`src/rtl/csfd_pkg.sv`:
```
// ----------------------------------------------------------------------------
// csfd_pkg
// Shared types and constants for the special-instruction flag datapath.
// ----------------------------------------------------------------------------
package csfd_pkg;

  typedef enum logic [2:0] {
    CMD_DAA  = 3'd0,
    CMD_CPI  = 3'd1,
    CMD_CPD  = 3'd2,
    CMD_OUTI = 3'd3,
    CMD_OUTD = 3'd4,
    CMD_INI  = 3'd5,
    CMD_IND  = 3'd6
  } cmd_t;

  // Low-nibble and high-nibble decimal correction
  localparam logic [7:0] DAA_FIX   = 8'h06;
  localparam logic [7:0] DAA_LIMIT = 8'h09;

  typedef struct packed {
    logic [2:0]  command;
    logic [7:0]  acc;
    logic [7:0]  flags;
    logic [15:0] pair_bc;
    logic [15:0] pair_hl;
    logic [7:0]  data_byte;
  } csfd_item_t;

  typedef struct packed {
    logic [7:0]  acc;
    logic [7:0]  flags;
    logic [15:0] pair_bc;
    logic [15:0] pair_hl;
    logic [15:0] port_address;
  } csfd_result_t;

endpackage

```
`src/rtl/csfd_exec.sv`:
```
// ----------------------------------------------------------------------------
// csfd_exec
// Flag and register update for DAA, CPI/CPD and OUTI/OUTD/INI/IND.
// ----------------------------------------------------------------------------
module csfd_exec (
  input  csfd_pkg::csfd_item_t   item,
  output csfd_pkg::csfd_result_t res
);
  import csfd_pkg::*;

  logic [7:0]  a;
  logic [7:0]  d;
  logic [7:0]  f;
  // decimal adjust
  logic        cy;
  logic        hc;
  logic        sub;
  logic [7:0]  lo8;
  logic [7:0]  hi8;
  logic [7:0]  daa_a;
  // compare
  logic [7:0]  cmp_res;
  logic        cmp_h;
  logic [7:0]  cmp_t;
  logic [15:0] bc_dec;
  // block I/O
  logic [7:0]  newb;
  logic [15:0] hl_inc;
  logic [15:0] hl_dec;
  logic [7:0]  io_k;
  logic [8:0]  io_sum;
  logic [7:0]  io_flags;

  assign a = item.acc;
  assign d = item.data_byte;
  assign f = item.flags;

  always_comb begin
    cy  = f[0];
    hc  = f[4];
    sub = f[1];
    lo8 = {4'b0, a[3:0]};
    hi8 = {4'b0, a[7:4]};
    if (lo8 > DAA_LIMIT || hc) begin
      if (!sub) begin
        lo8 = lo8 + DAA_FIX;
        if (lo8 >= 8'h10) begin
          lo8 = lo8 & 8'h0F;
          hi8 = hi8 + 8'd1;
          hc  = 1'b1;
        end else begin
          hc = 1'b0;
        end
      end else begin
        if (lo8 > DAA_LIMIT && hi8 >= DAA_LIMIT) cy = 1'b1;
        // borrow out of the low nibble shows up in bit 4
        lo8 = lo8 - DAA_FIX;
        hc  = lo8[4];
      end
    end else begin
      hc = 1'b0;
    end
    if (hi8 > DAA_LIMIT || cy) begin
      if (!sub) begin
        hi8 = hi8 + DAA_FIX;
        if (hi8 >= 8'h10) cy = 1'b1;
      end else begin
        if (hi8 > DAA_LIMIT) cy = 1'b1;
        hi8 = hi8 - DAA_FIX;
      end
    end
    daa_a = {hi8[3:0], 4'b0} + lo8;
  end

  assign cmp_res = a - d;
  assign cmp_h   = a[4] ^ d[4] ^ cmp_res[4];
  assign cmp_t   = cmp_res - {7'b0, cmp_h};
  assign bc_dec  = item.pair_bc - 16'd1;

  assign newb   = item.pair_bc[15:8] - 8'd1;
  assign hl_inc = item.pair_hl + 16'd1;
  assign hl_dec = item.pair_hl - 16'd1;

  always_comb begin
    case (item.command)
      CMD_OUTI: io_k = hl_inc[7:0];
      CMD_OUTD: io_k = hl_dec[7:0];
      CMD_INI:  io_k = item.pair_bc[7:0] + 8'd1;
      default:  io_k = item.pair_bc[7:0] - 8'd1;
    endcase
  end

  assign io_sum   = {1'b0, d} + {1'b0, io_k};
  assign io_flags = {newb[7], newb == 8'h00, newb[5], io_sum[8], newb[3],
                     ~^({5'b0, io_sum[2:0]} ^ newb), d[7], io_sum[8]};

  always_comb begin
    res.acc          = a;
    res.flags        = f;
    res.pair_bc      = item.pair_bc;
    res.pair_hl      = item.pair_hl;
    res.port_address = 16'h0000;
    case (item.command)
      CMD_DAA: begin
        res.acc   = daa_a;
        res.flags = {daa_a[7], daa_a == 8'h00, daa_a[5], hc, daa_a[3],
                     ~^daa_a, sub, cy};
      end
      CMD_CPI, CMD_CPD: begin
        res.pair_bc = bc_dec;
        res.pair_hl = (item.command == CMD_CPI) ? hl_inc : hl_dec;
        res.flags   = {cmp_res[7], cmp_res == 8'h00, cmp_t[1], cmp_h, cmp_t[3],
                       bc_dec != 16'h0000, 1'b1, f[0]};
      end
      CMD_OUTI, CMD_OUTD: begin
        res.pair_bc      = {newb, item.pair_bc[7:0]};
        res.pair_hl      = (item.command == CMD_OUTI) ? hl_inc : hl_dec;
        res.flags        = io_flags;
        res.port_address = {newb, item.pair_bc[7:0]};
      end
      CMD_INI, CMD_IND: begin
        res.pair_bc      = {newb, item.pair_bc[7:0]};
        res.pair_hl      = (item.command == CMD_INI) ? hl_inc : hl_dec;
        res.flags        = io_flags;
        res.port_address = item.pair_bc;
      end
      default: begin
        // unused code: pass registers through
        res.port_address = 16'h0000;
      end
    endcase
  end

endmodule

```
`src/rtl/cpu_special_flag_datapath_top.sv`:
```
// ----------------------------------------------------------------------------
// cpu_special_flag_datapath_top
// Registered flag datapath for DAA, block compares and block I/O.
// ----------------------------------------------------------------------------
// Path: an accepted item passes the input register, then the result register,
//   before out_valid rises; a stall on out_ready holds it in place.
// Throughput: one item per cycle unless out_ready stalls; the two register stages
//   advance together whenever the result register is empty or being taken.
// Reset: rst_n low clears both stage valid bits; payload is not reset.
module cpu_special_flag_datapath_top (
  input  logic        clk,
  input  logic        rst_n,
  input  logic        in_valid,
  output logic        in_ready,
  input  logic [2:0]  in_command,
  input  logic [7:0]  in_acc_in,
  input  logic [7:0]  in_flags_in,
  input  logic [15:0] in_pair_bc_in,
  input  logic [15:0] in_pair_hl_in,
  input  logic [7:0]  in_data_byte,
  output logic        out_valid,
  input  logic        out_ready,
  output logic [7:0]  out_acc_out,
  output logic [7:0]  out_flags_out,
  output logic [15:0] out_pair_bc_out,
  output logic [15:0] out_pair_hl_out,
  output logic [15:0] out_port_address
);
  import csfd_pkg::*;

  csfd_item_t   s1_item_r;
  logic         s1_v_r;
  logic         s1_v_nxt;
  csfd_result_t exec_res;
  csfd_result_t out_res_r;
  logic         out_v_r;
  logic         out_v_nxt;
  logic         s1_adv;
  logic         in_xfer;

  assign s1_adv   = !out_v_r || out_ready;
  assign in_ready = !s1_v_r || s1_adv;
  assign in_xfer  = in_valid && in_ready;

  assign s1_v_nxt  = in_xfer ? 1'b1 : (s1_adv ? 1'b0 : s1_v_r);
  assign out_v_nxt = s1_adv ? s1_v_r : out_v_r;

  always_ff @(posedge clk) begin
    if (!rst_n) begin
      s1_v_r  <= 1'b0;
      out_v_r <= 1'b0;
    end else begin
      s1_v_r  <= s1_v_nxt;
      out_v_r <= out_v_nxt;
    end
  end

  always_ff @(posedge clk) begin
    if (in_xfer) begin
      s1_item_r <= '{command:   in_command,
                     acc:       in_acc_in,
                     flags:     in_flags_in,
                     pair_bc:   in_pair_bc_in,
                     pair_hl:   in_pair_hl_in,
                     data_byte: in_data_byte};
    end
    // hold the result while the consumer stalls
    if (s1_adv && s1_v_r) begin
      out_res_r <= exec_res;
    end
  end

  csfd_exec u_exec (
    .item (s1_item_r),
    .res  (exec_res)
  );

  assign out_valid        = out_v_r;
  assign out_acc_out      = out_res_r.acc;
  assign out_flags_out    = out_res_r.flags;
  assign out_pair_bc_out  = out_res_r.pair_bc;
  assign out_pair_hl_out  = out_res_r.pair_hl;
  assign out_port_address = out_res_r.port_address;

  a_in_lands: assert property (@(posedge clk) disable iff (!rst_n)
    in_xfer |=> s1_v_r)
    else $error("accepted transfer did not reach the input register");

  a_s1_holds: assert property (@(posedge clk) disable iff (!rst_n)
    s1_v_r && !s1_adv |=> s1_v_r && $stable(s1_item_r))
    else $error("stalled input register lost its item");

  a_s1_moves: assert property (@(posedge clk) disable iff (!rst_n)
    s1_v_r && s1_adv |=> out_valid)
    else $error("advancing item did not reach the result register");

  a_daa_port: assert property (@(posedge clk) disable iff (!rst_n)
    s1_v_r && s1_adv && s1_item_r.command == CMD_DAA
      |=> out_port_address == 16'h0000 && out_pair_bc_out == $past(s1_item_r.pair_bc))
    else $error("decimal adjust disturbed BC or the port address");

endmodule
```
`config.mk`:
```
export PLATFORM = sky130hd
export DESIGN_NAME = cpu_special_flag_datapath_top
export DESIGN_NICKNAME = d
export VERILOG_FILES = /design/src/rtl/csfd_pkg.sv /design/src/rtl/csfd_exec.sv /design/src/rtl/cpu_special_flag_datapath_top.sv
export SDC_FILE = /design/constraint.sdc
export NUM_CORES = 1
export LEC_CHECK = 0
export ABC_AREA = 1
export BUFFER_PORTS_ARGS = -buffer_cell sky130_fd_sc_hd__buf_2
export CAP_MARGIN = 20
export CORE_ASPECT_RATIO = 1.1
export CORE_MARGIN = 8
export CORE_UTILIZATION = 42
export CTS_CLUSTER_DIAMETER = 50
export DETAILED_ROUTE_END_ITERATION = 8
export PLACE_DENSITY_LB_ADDON = 0.05
export SYNTH_ARGS = -nofsm -noshare
export SYNTH_HDL_FRONTEND = slang
export SYNTH_HIERARCHICAL = 1
export SYNTH_SLANG_ARGS = --single-unit
```
`constraint.sdc`:
```
create_clock -name clk -period 5 [get_ports clk]
set_clock_uncertainty 0.2 [all_clocks]
set_input_delay 0 -clock clk [delete_from_list [all_inputs] [get_ports clk]]
set_output_delay 0 -clock clk [all_outputs]
set_load 0.02 [all_outputs]
```
==> run_results.csv <==
group,metric,value,unit
timing,whs,78.2,ps
global_routing,grt_max_degree,60,
power,comb_power_share,0.196,
layout,finalInstanceArea,9770,sq um
setup_path,worst-path-max-fanout,7,
clock_network,cts.sinks,125,
layout,fillers,1612,
floorplanning,io_pins,129,
yosys,syn_nets,908,
power,power_density,336,nW/um^2
yosys,synth-edff-count,123,
timing,fmax,261,MHz
yosys,syn_area,7590,sq um
route,drtIter0Drc,383,
power,p_int,2.36,mW
yosys,yosysTopAreaCell,"edfxtp_1",
setup_path,worstRegToRegCells,19,
yosys,async_flop_share,0,
route,viasPerCell,5.10,
power,switching_share,0.279,
global_routing,track_usage,0.195,
setup_path,critPathKind,"flop to flop",
timing,slew_viol_final,0,
yosys,avgSynthCellArea,9.49,sq um
placed_design,port_buffers,128,
power,switchingPower,914,uW
route,drc,0,
clock_network,cts-root-buf,"clkbuf_16",
global_routing,antenna_found_initial,0,
yosys,ys_ff_latch,125,
layout,fin_cells,1249,
setup_path,r2r-start,"s1_item_r[52]",
setup_path,crit_arrival,3800,ps
setup_path,cp-end-kind,"flop",
route,drtPass1Iterations,5,
setup_path,start_kind,"flop",
placed_design,dp_cells,1154,
placed_design,place.detailed.hpwl,16.1,mm
floorplanning,coreArea,17700,sq um
min_path,hold_path.startpoint,"in_pair_hl_in[3]",
clock_network,post_cts_buffers,0,
timing,rsz0062_at_grt,"no",
layout,final_nets,1106,
timing,setup_tns,0,ps
setup_path,worst-r2r-setup-slack,1170,ps
yosys,yosysTopAreaCellShare,0.487,
power,ir_drop,0.257,mV
timing,finalSetupViolCount,0,
yosys,synth.distinct_cells,48,
timing,worstMarginPinSlew,817,ps
clock_network,cts_tree,"yes",
layout,final_cell_mix,"132 x nand2_1, 128 x buf_2, 123 x edfxtp_1, 106 x inv_1, 74 x nor2_1",
clock_network,clock_path_buffers,2,
clock_network,clock_latency,430,ps
route,wl_per_cell,17.1,um
clock_network,cts_buffers,17,
yosys,ys_warn_count,6,
timing,min_period,3830,ps
min_path,whs_path_depth,2,
floorplanning,initial_core_util,0.428,
layout,regArea,3730,sq um
yosys,synth_top_cells_by_area,"edfxtp_1 49%, ha_1 6.8%, nand2_1 6.5%, inv_1 5.3%, xor2_1 4.8%",
min_path,holdPathEnd,"s1_item_r[11]",
route,drt_wl_total,21.4,mm
route,vias,6369,
global_routing,grt_pass1_wl,33.6,mm
global_routing,grt_pass1_vias,6309,
min_path,min_path_type,"input pin to flop",
floorplanning,die_width,144,um
yosys,ys.flop_type,"edfxtp_1",
timing,slew_headroom,0.456,
clock_network,cts_resized,0,
setup_path,worstReg2RegEnd,"out_flags_out[2]",
power,power_frac_seq,0.392,
layout,final_layout_size_suffix_gt1_frac,0.212,
placed_design,place_area,8470,sq um
floorplanning,rows,51,
clock_network,clk_pin_slew,60,ps
flow_run,max_cap_violations,0,
timing,hold_viol,0,
floorplanning,die_h,157,um
timing,period_share,0.766,
status,status,"finished, final reports clean",
global_routing,overflow,0,
layout,area_growth,28.7,%
clock_network,cts_hold_buf,62,
layout,mostFrequentLayoutCell,"nand2_1",
yosys,yosysSeqAreaShare,0.492,
layout,multi_input_area,3340,sq um
power,power_leakage,4.26,nW
layout,antennaDiodeCount,0,
route,ant_nets,0,
yosys,netlist_instances,800,
clock_network,htree_levels,4,
power,pwr-share-clk,0.411,
floorplanning,dieArea,22600,sq um
setup_path,crit_required,4970,ps
placed_design,gp_congestion,0.927,
layout,finalCoreUtilization,0.551,
## worst max path at each step
stage | startpoint | endpoint | slack (ps)
final | s1_item_r[52] | out_flags_out[2] | 1170
after global routing | s1_item_r[41] | out_flags_out[2] | 900
after CTS | s1_item_r[41] | out_flags_out[2] | 1150
after detailed placement | s1_item_r[41] | out_flags_out[2] | 1160
after global placement | s1_item_r[49] | out_flags_out[2] | 1280
after floorplan | out_valid | out_acc_out[0] | 730
## area by class of cell
type                    count  share of cell area
multi-input cells         543               0.342
well taps                 238              0.0305
clock inverters            12              0.0190
inverters                 117              0.0452
flip-flops and latches    125               0.382
clock buffers              20              0.0478
repair buffers            194               0.134
## synthesized netlist by cell type (5+ instances only)
cell      number
a21oi_1       29
a31oi_1        5
buf_2          5
clkbuf_1       5
edfxtp_1     123
ha_1          41
inv_1        107
inv_2          9
nand2_1      132
nand2_2        8
nand3_1       49
nand4_1       14
nor2_1        74
nor2_2         7
nor3_1         8
o21ai_0       41
o21ai_1        9
o221ai_1      14
o22ai_1        9
or2_2          5
xnor2_1       10
xor2_1        42
## stage by stage
stage,setup slack (ps),power [mW]
detailed placement,1160,1.90
CTS,1150,3.29
global placement,1280,1.90
finish,1170,3.28
global route,901,3.42
floorplan,733,1.73
## kinds of logic (layout without fill, tap and decap cells)
family,count (synthesis),in the layout,synth area share
fa+ha+maj,45,45,0.0781
compound gates,128,128,0.102
xor+xnor,53,53,0.0621
simple gates,316,316,0.195
buf+inv,132,343,0.0699
mux,1,1,0.00148
flops,125,125,0.492
## metal layers
layer | routed length (um) | track usage
met5 | 0 | 0
met4 | 418 | 0.0724
met3 | 1200 | 0.0357
met2 | 10100 | 0.322
met1 | 9630 | 0.249
## critical path, stage by stage (launching register included)
cell and delay [ps]:
edfxtp_1 430, inv_1 120, ha_1 290, nand3b_1 110
nand2_2 90, ha_1 240, nor2_2 120, nand2_2 70
nand2_4 100, xor2_1 200, inv_1 90, fa_1 500
ha_1 320, xnor2_1 180, xor2_1 200, inv_1 60
nand3_1 80, nand2_1 50, nand2_1 50, nand3_1 60
## power by group through the flow
stage	Combinational [mW]	Sequential [mW]	Clock, mW
floorplan	0.394	1.33	0
global placement	0.595	1.31	0
detailed placement	0.597	1.31	0
CTS	0.639	1.29	1.37
global route	0.719	1.29	1.41
finish	0.643	1.29	1.35
## registers in the layout (all words and copies together) (netlist names)
register          cells
out_acc_out           8
out_flags_out         8
out_pair_bc_out      16
out_pair_hl_out      16
out_port_address     16
out_valid             1
s1_item_r            59
s1_v_r                1
(Power assumes the default switching activity.)
